## config.mk

```make
export PLATFORM = sky130hd
export DESIGN_NAME = battery_charge_estimator
export DESIGN_NICKNAME = d
export VERILOG_FILES = /design/src/rtl/bce_pkg.sv /design/src/rtl/bce_accum.sv /design/src/rtl/bce_useq.sv /design/src/rtl/bce_datapath.sv /design/src/rtl/battery_charge_estimator.sv
export SDC_FILE = /design/constraint.sdc
export NUM_CORES = 1
export LEC_CHECK = 0
export BUFFER_PORTS_ARGS = -buffer_cell sky130_fd_sc_hd__buf_2
export CAP_MARGIN = 20
export CORE_MARGIN = 1.5
export CORE_UTILIZATION = 58
export DETAILED_ROUTE_END_ITERATION = 10
export HOLD_SLACK_MARGIN = 0.06
export PLACE_DENSITY = 0.86
export SLEW_MARGIN = 20
export SYNTH_ARGS = -nofsm -noshare
export SYNTH_HDL_FRONTEND = slang
export SYNTH_HIERARCHICAL = 1
export SYNTH_SLANG_ARGS = --single-unit
```

## constraint.sdc

```tcl
create_clock -name clk -period 8.1 [get_ports clk]
set_clock_uncertainty 0.1 [all_clocks]
set_input_delay 0.81 -clock clk [delete_from_list [all_inputs] [get_ports clk]]
set_output_delay 0.81 -clock clk [all_outputs]
set_load 0.03 [all_outputs]
```

## src/rtl/bce_pkg.sv

```systemverilog
// Shared types, constants and the control store for the battery charge estimator.
// Used by every module under rtl/; depends on nothing else.
`default_nettype none

package bce_pkg;

  // Field widths
  localparam int SAMPLE_W  = 12;
  localparam int SAMPLES   = 8;
  localparam int CNT_W     = $clog2(SAMPLES);
  localparam int SUM_W     = SAMPLE_W + CNT_W;
  localparam int MEAN_W    = SUM_W - CNT_W;
  localparam int RATIO_W   = 3;
  localparam int MV_W      = 14;
  localparam int PCT_W     = 7;
  localparam int ADC_MV_W  = 12;
  localparam int VOLT_W    = 15;
  localparam int ACC_W     = 24;
  localparam int DIV_SHIFT = 12;
  localparam int REM_W     = DIV_SHIFT + 1;

  // Conversion constants
  localparam int ADC_FULL_MV   = 3300;
  localparam int ADC_FULL_CODE = 4095;
  localparam int MV_FIELD_MAX  = 16383;

  localparam logic [RATIO_W-1:0] DIVIDER_RESET   = 3'd2;
  localparam logic [MV_W-1:0]    THRESHOLD_RESET = 14'd4150;

  // Discharge curve, highest voltage first
  localparam int CURVE_POINTS = 20;
  localparam int SEG_W        = $clog2(CURVE_POINTS - 1);
  localparam int DIFF_W       = 9;
  localparam int DP_W         = 4;
  localparam int NUM_W        = 10;
  localparam int RECIP_W      = 15;
  localparam int RECIP_SHIFT  = 20;
  localparam int PROD_W       = NUM_W + RECIP_W;

  localparam logic [VOLT_W-1:0] CURVE_MV [CURVE_POINTS] = '{
    15'd4200, 15'd4150, 15'd4100, 15'd4050, 15'd4000,
    15'd3950, 15'd3900, 15'd3850, 15'd3800, 15'd3750,
    15'd3700, 15'd3650, 15'd3600, 15'd3550, 15'd3500,
    15'd3450, 15'd3400, 15'd3350, 15'd3300, 15'd3000
  };

  localparam logic [PCT_W-1:0] CURVE_PCT [CURVE_POINTS] = '{
    7'd100, 7'd95, 7'd90, 7'd85, 7'd80,
    7'd75,  7'd70, 7'd65, 7'd60, 7'd55,
    7'd50,  7'd45, 7'd40, 7'd35, 7'd28,
    7'd20,  7'd12, 7'd6,  7'd2,  7'd0
  };

  // ceil(2^20 / segment width): 50 mV segments, then the 300 mV tail
  localparam logic [RECIP_W-1:0] SEG_RECIP [CURVE_POINTS-1] = '{
    15'd20972, 15'd20972, 15'd20972, 15'd20972, 15'd20972,
    15'd20972, 15'd20972, 15'd20972, 15'd20972, 15'd20972,
    15'd20972, 15'd20972, 15'd20972, 15'd20972, 15'd20972,
    15'd20972, 15'd20972, 15'd20972, 15'd3496
  };

  // Configuration register indexes
  localparam int CFG_IDX_W = 2;
  typedef enum logic [CFG_IDX_W-1:0] {
    CFG_DIVIDER_RATIO   = 2'd0,
    CFG_CHARGE_THRESHOLD = 2'd1
  } cfg_idx_t;

  // Microcode
  localparam int STEP_W = 3;

  typedef enum logic [2:0] {
    OP_SCALE   = 3'd0,
    OP_DIVIDE  = 3'd1,
    OP_RATIO   = 3'd2,
    OP_SEGMENT = 3'd3,
    OP_PERCENT = 3'd4
  } op_t;

  typedef enum logic [1:0] {
    COND_ALWAYS   = 2'd0,
    COND_START    = 2'd1,
    COND_OUT_FREE = 2'd2
  } cond_t;

  typedef struct packed {
    op_t   op;
    cond_t cond;
    logic  last;
  } ucode_t;

  typedef struct packed {
    op_t  op;
    logic fire;
    logic last;
  } seq_ctl_t;

  typedef struct packed {
    logic             start;
    logic [SUM_W-1:0] sum;
  } blk_req_t;

  // Control store: step 0 waits for a full block, the last step waits for
  // the result register to be free.
  function automatic ucode_t ucode_rom(input logic [STEP_W-1:0] addr);
    ucode_t w;
    unique case (addr)
      3'd0:    w = '{op: OP_SCALE,   cond: COND_START,    last: 1'b0};
      3'd1:    w = '{op: OP_DIVIDE,  cond: COND_ALWAYS,   last: 1'b0};
      3'd2:    w = '{op: OP_RATIO,   cond: COND_ALWAYS,   last: 1'b0};
      3'd3:    w = '{op: OP_SEGMENT, cond: COND_ALWAYS,   last: 1'b0};
      3'd4:    w = '{op: OP_PERCENT, cond: COND_OUT_FREE, last: 1'b1};
      default: w = '{op: OP_DIVIDE,  cond: COND_ALWAYS,   last: 1'b1};
    endcase
    return w;
  endfunction

endpackage

`default_nettype wire

```

## src/rtl/bce_accum.sv

```systemverilog
// Sample accumulator: sums blocks of samples and hands each full block on.
// Depends on bce_pkg.
`default_nettype none

module bce_accum (
  input  wire logic                         clk,
  input  wire logic                         rst,
  input  wire logic                         sample_valid,
  output logic                              sample_stall,
  input  wire logic [bce_pkg::SAMPLE_W-1:0] adc_sample,
  input  wire logic                         busy,
  output bce_pkg::blk_req_t                 blk
);
  import bce_pkg::*;

  logic [SUM_W-1:0] sum, sum_next;
  logic [CNT_W-1:0] count, count_next;
  logic             last_sample;
  logic             take;
  logic [SUM_W-1:0] total;

  // The closing sample of a block waits until the sequencer is free
  assign last_sample  = (count == CNT_W'(SAMPLES - 1));
  assign sample_stall = last_sample && busy;
  assign take         = sample_valid && !sample_stall;
  assign total        = sum + SUM_W'(adc_sample);

  assign blk.start = take && last_sample;
  assign blk.sum   = total;

  always_comb begin
    sum_next   = sum;
    count_next = count;
    if (take) begin
      if (last_sample) begin
        sum_next   = '0;
        count_next = '0;
      end else begin
        sum_next   = total;
        count_next = count + CNT_W'(1);
      end
    end
  end

  always_ff @(posedge clk) begin
    if (rst) begin
      sum   <= '0;
      count <= '0;
    end else begin
      sum   <= sum_next;
      count <= count_next;
    end
  end

endmodule

`default_nettype wire

```

## src/rtl/bce_useq.sv

```systemverilog
// Microcode sequencer: step counter, control store read and step conditions.
// Depends on bce_pkg.
`default_nettype none

module bce_useq (
  input  wire logic     clk,
  input  wire logic     rst,
  input  wire logic     start,
  input  wire logic     out_free,
  output logic          busy,
  output bce_pkg::seq_ctl_t ctl
);
  import bce_pkg::*;

  logic [STEP_W-1:0] step, step_next;
  ucode_t            word;
  logic              fire;

  assign word = ucode_rom(step);

  // A step holds until its condition is met
  always_comb begin
    case (word.cond)
      COND_START:    fire = start;
      COND_OUT_FREE: fire = out_free;
      default:       fire = 1'b1;
    endcase
  end

  always_comb begin
    step_next = step;
    if (fire) begin
      step_next = word.last ? '0 : step + STEP_W'(1);
    end
  end

  always_ff @(posedge clk) begin
    if (rst) begin
      step <= '0;
    end else begin
      step <= step_next;
    end
  end

  assign busy     = (step != '0);
  assign ctl.op   = word.op;
  assign ctl.fire = fire;
  assign ctl.last = word.last;

endmodule

`default_nettype wire

```

## src/rtl/bce_datapath.sv

```systemverilog
// Datapath: scaling, constant division, ratio, curve lookup and result register.
// Depends on bce_pkg; steered by bce_useq control words.
`default_nettype none

module bce_datapath (
  input  wire logic                        clk,
  input  wire logic                        rst,
  input  wire bce_pkg::seq_ctl_t           ctl,
  input  wire logic [bce_pkg::SUM_W-1:0]   block_sum,
  input  wire logic [bce_pkg::RATIO_W-1:0] divider_ratio,
  input  wire logic [bce_pkg::MV_W-1:0]    charge_threshold_mv,
  output logic                             out_free,
  output logic                             result_valid,
  input  wire logic                        result_stall,
  output logic [bce_pkg::MV_W-1:0]         battery_mv,
  output logic [bce_pkg::PCT_W-1:0]        charge_percent,
  output logic                             charging
);
  import bce_pkg::*;

  logic [ACC_W-1:0]    acc;
  logic [ADC_MV_W-1:0] adc_mv;
  logic [VOLT_W-1:0]   volt;
  logic [NUM_W-1:0]    seg_num;
  logic [RECIP_W-1:0]  seg_recip;
  logic [PCT_W-1:0]    seg_lo;
  logic                sat_hi;
  logic                sat_lo;

  logic [MEAN_W-1:0]    mean;
  logic [DIV_SHIFT-1:0] q0;
  logic [REM_W-1:0]     rem;
  logic [ADC_MV_W-1:0]  quot;
  logic                 found;
  logic [SEG_W-1:0]     seg;
  logic [SEG_W-1:0]     seg_up;
  logic [DIFF_W-1:0]    diff;
  logic [DP_W-1:0]      dp;
  logic [NUM_W-1:0]     num;
  logic [PROD_W-1:0]    prod;
  logic [PCT_W-1:0]     pct;

  assign mean = block_sum[SUM_W-1:CNT_W];

  // x / 4095: floor(x / 4096) then one correction, remainder stays below 2*4095
  assign q0   = acc[ACC_W-1:DIV_SHIFT];
  assign rem  = {1'b0, acc[DIV_SHIFT-1:0]} + {1'b0, q0};
  assign quot = (rem >= REM_W'(ADC_FULL_CODE)) ? ADC_MV_W'(q0 + 1'b1) : ADC_MV_W'(q0);

  // Curve segment: first k with volt above the lower end of that segment
  always_comb begin
    found = 1'b0;
    seg   = '0;
    for (int k = 0; k < CURVE_POINTS - 1; k++) begin
      if (!found && (volt > CURVE_MV[k+1])) begin
        found = 1'b1;
        seg   = SEG_W'(k);
      end
    end
  end

  assign seg_up = seg + SEG_W'(1);
  assign diff   = DIFF_W'(volt - CURVE_MV[seg_up]);
  assign dp     = DP_W'(CURVE_PCT[seg] - CURVE_PCT[seg_up]);
  assign num    = NUM_W'(diff) * NUM_W'(dp);

  // Interpolation divide by reciprocal
  assign prod = PROD_W'(seg_num) * PROD_W'(seg_recip);
  always_comb begin
    if (sat_hi) begin
      pct = CURVE_PCT[0];
    end else if (sat_lo) begin
      pct = CURVE_PCT[CURVE_POINTS-1];
    end else begin
      pct = seg_lo + PCT_W'(prod[PROD_W-1:RECIP_SHIFT]);
    end
  end

  assign out_free = !result_valid || !result_stall;

  // Working registers, each loaded by its own microcode op
  always_ff @(posedge clk) begin
    if (ctl.fire) begin
      case (ctl.op)
        OP_SCALE:   acc    <= ACC_W'(mean) * ACC_W'(ADC_FULL_MV);
        OP_DIVIDE:  adc_mv <= quot;
        OP_RATIO:   volt   <= VOLT_W'(adc_mv) * VOLT_W'(divider_ratio);
        OP_SEGMENT: begin
          seg_num   <= num;
          seg_recip <= SEG_RECIP[seg];
          seg_lo    <= CURVE_PCT[seg_up];
          sat_hi    <= (volt >= CURVE_MV[0]);
          sat_lo    <= (volt <= CURVE_MV[CURVE_POINTS-1]);
        end
        OP_PERCENT: begin
          battery_mv     <= (volt > VOLT_W'(MV_FIELD_MAX)) ? MV_W'(MV_FIELD_MAX)
                                                           : volt[MV_W-1:0];
          charge_percent <= pct;
          charging       <= (volt > VOLT_W'(charge_threshold_mv));
        end
        default: begin
        end
      endcase
    end
  end

  // Result handshake
  always_ff @(posedge clk) begin
    if (rst) begin
      result_valid <= 1'b0;
    end else if (ctl.fire && (ctl.op == OP_PERCENT)) begin
      result_valid <= 1'b1;
    end else if (!result_stall) begin
      result_valid <= 1'b0;
    end
  end

endmodule

`default_nettype wire

```

## src/rtl/battery_charge_estimator.sv

```systemverilog
// Battery charge estimator top level: configuration registers and module wiring.
// Depends on bce_pkg, bce_accum, bce_useq and bce_datapath.
//
// Usage:
//   Sample channel: adc_sample with sample_valid/sample_stall, one request per
//   cycle unless stalled. Each eighth request closes a block and yields a result.
//   Result channel: battery_mv, charge_percent, charging with
//   result_valid/result_stall. A result is held until it is taken.
//   Configuration: cfg_valid/cfg_ready with cfg_index and cfg_data; ready is
//   always high. Index 0 is the divider ratio, 1 the charge threshold in mV;
//   other indexes are ignored. Write only while no block is in flight.
//   Timing: the closing sample starts a five-step microprogram (scale, divide
//   by 4095, ratio, curve segment, percent); the percent step sets the result
//   valid. Samples of the next block keep flowing meanwhile; only a
//   block-closing sample stalls while the program runs. If the result is
//   stalled, the last step waits, so the program and any closing sample wait
//   with it. Throughput is one sample per cycle outside such stalls.
//   Reset: sum, count, sequencer and result valid clear; ratio 2, threshold
//   4150 mV.
`default_nettype none

module battery_charge_estimator (
  input  wire logic                          clk,
  input  wire logic                          rst,
  input  wire logic                          sample_valid,
  output logic                               sample_stall,
  input  wire logic [bce_pkg::SAMPLE_W-1:0]  adc_sample,
  output logic                               result_valid,
  input  wire logic                          result_stall,
  output logic [bce_pkg::MV_W-1:0]           battery_mv,
  output logic [bce_pkg::PCT_W-1:0]          charge_percent,
  output logic                               charging,
  input  wire logic                          cfg_valid,
  output logic                               cfg_ready,
  input  wire logic [bce_pkg::CFG_IDX_W-1:0] cfg_index,
  input  wire logic [bce_pkg::MV_W-1:0]      cfg_data
);
  import bce_pkg::*;

  logic [RATIO_W-1:0] divider_ratio;
  logic [MV_W-1:0]    charge_threshold_mv;
  blk_req_t           blk;
  seq_ctl_t           ctl;
  logic               busy;
  logic               out_free;

  // Configuration registers
  assign cfg_ready = 1'b1;

  always_ff @(posedge clk) begin
    if (rst) begin
      divider_ratio       <= DIVIDER_RESET;
      charge_threshold_mv <= THRESHOLD_RESET;
    end else if (cfg_valid && cfg_ready) begin
      if (cfg_index == CFG_DIVIDER_RATIO) begin
        divider_ratio <= cfg_data[RATIO_W-1:0];
      end
      if (cfg_index == CFG_CHARGE_THRESHOLD) begin
        charge_threshold_mv <= cfg_data;
      end
    end
  end

  bce_accum u_accum (
    .clk          (clk),
    .rst          (rst),
    .sample_valid (sample_valid),
    .sample_stall (sample_stall),
    .adc_sample   (adc_sample),
    .busy         (busy),
    .blk          (blk)
  );

  bce_useq u_useq (
    .clk      (clk),
    .rst      (rst),
    .start    (blk.start),
    .out_free (out_free),
    .busy     (busy),
    .ctl      (ctl)
  );

  bce_datapath u_datapath (
    .clk                 (clk),
    .rst                 (rst),
    .ctl                 (ctl),
    .block_sum           (blk.sum),
    .divider_ratio       (divider_ratio),
    .charge_threshold_mv (charge_threshold_mv),
    .out_free            (out_free),
    .result_valid        (result_valid),
    .result_stall        (result_stall),
    .battery_mv          (battery_mv),
    .charge_percent      (charge_percent),
    .charging            (charging)
  );

endmodule

`default_nettype wire

```

==> results of run 1 <==
worst paths after layout:
kind	start	end	depth (start not counted)
min reg2reg	u_accum/sum[2]	u_accum/sum[2]	2
max reg2reg	u_datapath/volt[12]	u_datapath/seg_num[9]	30
min	u_accum/sum[2]	u_accum/sum[2]	2
max	u_datapath/volt[12]	u_datapath/seg_num[9]	30
sequential cells by signal, summed over array words and instances, names as in the netlist, 10 cells and up:
name                   cells
charge_threshold_mv       14
u_accum/sum               15
u_datapath/acc            22
u_datapath/adc_mv         12
u_datapath/battery_mv     14
u_datapath/seg_num        10
u_datapath/volt           15
metal layers:
layer	wire length (µm)	GRT usage (%)	vias up	share of wire, %
met2	17400	47.1	353	51
met3	1580	3.70	67	4.6
met4	885	9.62	0	2.6
li1	-	-	5623	-
met1	14400	31.3	5669	42
met5	0	0	-	0
critical path, delay by kind of cell, from the launching register on:
kind,cells,cell delay (ps)
AOI/OAI and AO/OA,8,1340
xor gates and xnor gates,5,850
and+or+nand+nor,9,2050
buffers and inverters,2,90
adders and majority gates,6,2440
DFF,1,490
layout make-up:
cell class | count | area share, %
multi-input cells | 1177 | 63.4
flip-flops and latches | 131 | 21.1
inverters | 232 | 5.19
repair buffers | 105 | 4.16
clock buffers | 23 | 3.17
well taps | 335 | 2.50
clock inverters | 9 | 0.469
timing repair:
item	in CTS	in global routing
buffers inserted	0	20
gates resized for setup	0	5
endpoints found under the setup margin	0	2
power by group through the flow:
stage | Sequential (mW) | Combinational [mW] | Clock, mW
2_1_floorplan | 0.971 | 2.64 | 0
3_3_place_gp | 0.974 | 3.07 | 0
3_5_place_dp | 0.975 | 3.36 | 0
4_1_cts | 0.961 | 3.42 | 0.804
5_1_grt | 0.963 | 3.86 | 0.829
6_report | 0.961 | 3.44 | 0.789
==> flow_summary.ini, run 1 <==
[synthesis]
syn_avg_cell_area_um2 = 9.62
syn_inst = 1586
synth_fp_nets = 1973
synth_area_um2 = 15300
ys_warn_count = 6

[critical_path]
rrSetupSlack_ps = 470
cp.required_ps = 8160
critical_path_class = flop to flop
crit_path_frequent_cell = xnor2_1
endpoint_kind = flop
slowest_delay_ps = 540
cp_slowest_cell = fa_1
cp-start-kind = flop
cp_max_fo = 8
crit_arrival_ps = 7690

[power_and_ir_drop]
power_frac_clock_pct = 15.2
power_frac_seq_pct = 18.5
p_leak_nw = 7.99
power.density_nw_per_um2 = 309
p_switching_mw = 2.24
power_switching_share_pct = 43.2
finalPower_mw = 5.19
ir_drop_uv = 686
power.internal_mw = 2.95
combPwrFrac_pct = 66.3

[timing]
drv_slew = 0
hold_violations = 0
tns_ps = 0
fin_crit_ps = 7630
period_share_pct = 94.2
fin_ws_ps = 472
rsz0062_at_grt = false
worst_slew_pin_slew_ps = 1050
holdWs_ps = 356
slew_headroom_pct = 29.7
setup_viol = 0
max_freq_ghz = 0.131

[routing]
drtAntennaViolNets = 0
firstDrtPassIters = 6
wire_per_inst_um = 17.0
routed_wl_um = 34200
via_count = 11700
drt-initial-drc-count = 851
drc = 0
post_drt_via_cell_ratio = 5.82

[cts]
ctsHoldBuffers = 0
cts_tree = built
cts_buffer_depth = 2
cts_root_buf = clkbuf_16
h-tree-depth = 4
cts.sinks = 131
numCtsBuffers = 17
clk_latency_ps = 420
path_clk_slew_ps = 60

[cells_and_area]
final_common_cell = ha_1
design_area_um2 = 16800
nNetsFinal = 2051
final_util_pct = 64.8
num-fill-cells = 1981
regArea_um2 = 3540
final_cell_mix = ha_1, inv_1, fa_1
multiInputGateArea_um2 = 10600
layout.cells.non_filler = 2012
drive_gt1_share_pct = 11.7
area_growth_pct = 10.1
antenna_cells = 0

[die]
rows = 59
die_y_um = 165
dieArea_um2 = 27300
io_pins = 58
initial_utilization_pct = 58.9
fp.coreArea_um2 = 25900
dieWidth_um = 165

[placement]
preCtsSetupSlack_ps = 222
post-dp-hpwl_um = 27200
dp.cells = 1960
placed_cell_area_um2 = 16000
gp_congestion = 0.912
io_buffers = 56

[global_routing]
antenna_found_initial = 0
grt_pass1_vias = 12000
grt_max_degree = 53
grt_util_all_layers_pct = 26.0
grt_pass1_wl_um = 56500
grt_overflow_total = 0

[status]
outcome = completed

[hold_path]
hp-class = flop to flop

[run]
cap_violations = 0
Note: power is estimated with default switching activity, not from simulation.
==> inputs of run 2 (changes only) <==
CAP_MARGIN = 10   (was 20)
PLACE_DENSITY = 0.78   (was 0.86)
==> flow_summary.ini, run 2 (synthesis results as in run 1) <==
[status]
outcome = completed

[cts]
cts.sinks = 131
numCtsBuffers = 17
path_clk_slew_ps = 60
cts_buffer_depth = 2
cts_root_buf = clkbuf_16
h-tree-depth = 4
cts_tree = built
clk_latency_ps = 420

[routing]
via_count = 11500
wire_per_inst_um = 16.7
drtAntennaViolNets = 0
firstDrtPassIters = 6
drt-initial-drc-count = 767
routed_wl_um = 33500
post_drt_via_cell_ratio = 5.75
drc = 0

[placement]
placed_cell_area_um2 = 16000
gp_congestion = 0.935
io_buffers = 56
dp.cells = 1963
post-dp-hpwl_um = 27200
preCtsSetupSlack_ps = 214

[cells_and_area]
largest-register = u_datapath/acc
antenna_cells = 0
layout.cells.non_filler = 2006
num-fill-cells = 2043
multiInputGateArea_um2 = 10700
final_cell_mix = ha_1, inv_1, fa_1
design_area_um2 = 16700
largest_register_ffs = 22
final_util_pct = 64.6
regArea_um2 = 3540
reg.largest.list = u_datapath/acc: 22 flops, u_accum/sum: 15 flops, u_datapath/volt: 15 flops
nNetsFinal = 2045
area_growth_pct = 9.70
final_common_cell = ha_1
drive_gt1_share_pct = 11.5

[die]
io_pins = 58
die_y_um = 165
dieArea_um2 = 27300
initial_utilization_pct = 58.9
fp.coreArea_um2 = 25900
dieWidth_um = 165
rows = 59

[global_routing]
grt_overflow_total = 0
grt_max_degree = 53
antenna_found_initial = 0
grt_pass1_wl_um = 56400
grt_util_all_layers_pct = 26.0
grt_pass1_vias = 11800

[power_and_ir_drop]
finalPower_mw = 4.98
power.density_nw_per_um2 = 298
ir_drop_uv = 758
p_leak_nw = 7.97

[hold_path]
hp-class = flop to flop

[timing]
slew_headroom_pct = 35.6
holdWs_ps = 360
rsz0062_at_grt = false
hold_violations = 0
max_freq_ghz = 0.133
worst_slew_pin_slew_ps = 965
period_share_pct = 93.1
fin_crit_ps = 7540
drv_slew = 0
tns_ps = 0
fin_ws_ps = 561
setup_viol = 0

[critical_path]
cp_slowest_cell = fa_1
cp.required_ps = 8170
crit_arrival_ps = 7610
cp_max_fo = 9
crit_buf_inv = 3
endpoint_kind = flop
slowest_delay_ps = 540
crit_family = adder cells
crit_path_frequent_cell = a21oi_1
cp-start-kind = flop
critical_path_class = flop to flop

[run]
cap_violations = 0
## run 2: cell count changes in the layout (fill, tap and decap cells not counted), moves of 2 or more
cell      previous run  this run
clkinv_2             0         2
clkinv_4             5         2
clkbuf_8             0         2
buf_4               45        40
inv_6                4         1
inv_4                0         3
## run 2: per-layer routing
metal	up-vias	share of wire, %	routed length [µm]	track usage, %
met4	0	3.0	1010	10.2
met1	5552	43	14300	32.0
met2	321	50	16600	46.0
li1	5597	-	-	-
met3	66	4.6	1540	3.62
met5	-	0	0	0
## run 2: path summary, 6_finish.rpt
path	startpoint	endpoint	slack (ps)	cells past startpoint
setup / recovery	u_datapath/volt[14]	u_datapath/seg_num[9]	560	31
setup reg to reg	u_datapath/volt[14]	u_datapath/seg_num[9]	560	31
hold / removal	u_accum/sum[2]	u_accum/sum[2]	360	2
hold reg to reg	u_accum/sum[2]	u_accum/sum[2]	360	2
## run 2: repair_timing
item | 4_1_cts | 5_1_grt
buffers inserted | 0 | 11
endpoints found under the setup margin | 0 | 2
hold endpoints to repair | 0 | 0
hold buffers | 0 | 0
gates resized for setup | 0 | 8
## run 2: worst min-delay path: cells and delay by family (launching register included)
kind	cells	cell delay (ps)
flip-flops	1	310
AND/OR/NAND/NOR	1	50
AO/OA/AOI/OAI	1	50
## run 2: cell type report
type | count | share of cell area, %
inverters | 232 | 5.20
clock inverters | 9 | 0.374
clock buffers | 23 | 3.18
multi-input cells | 1177 | 63.7
repair buffers | 99 | 3.83
flip-flops and latches | 131 | 21.2
well taps | 335 | 2.51
## run 2: power breakdown
group / switching [mW] / total [mW] / internal, mW / leakage [nW]
combinational: 1.76 / 3.25 / 1.49 / 6.53
clock: 0.304 / 0.769 / 0.465 / 0.296
sequential: 0.0124 / 0.961 / 0.949 / 1.15
total: 2.08 / 4.98 / 2.90 / 7.97
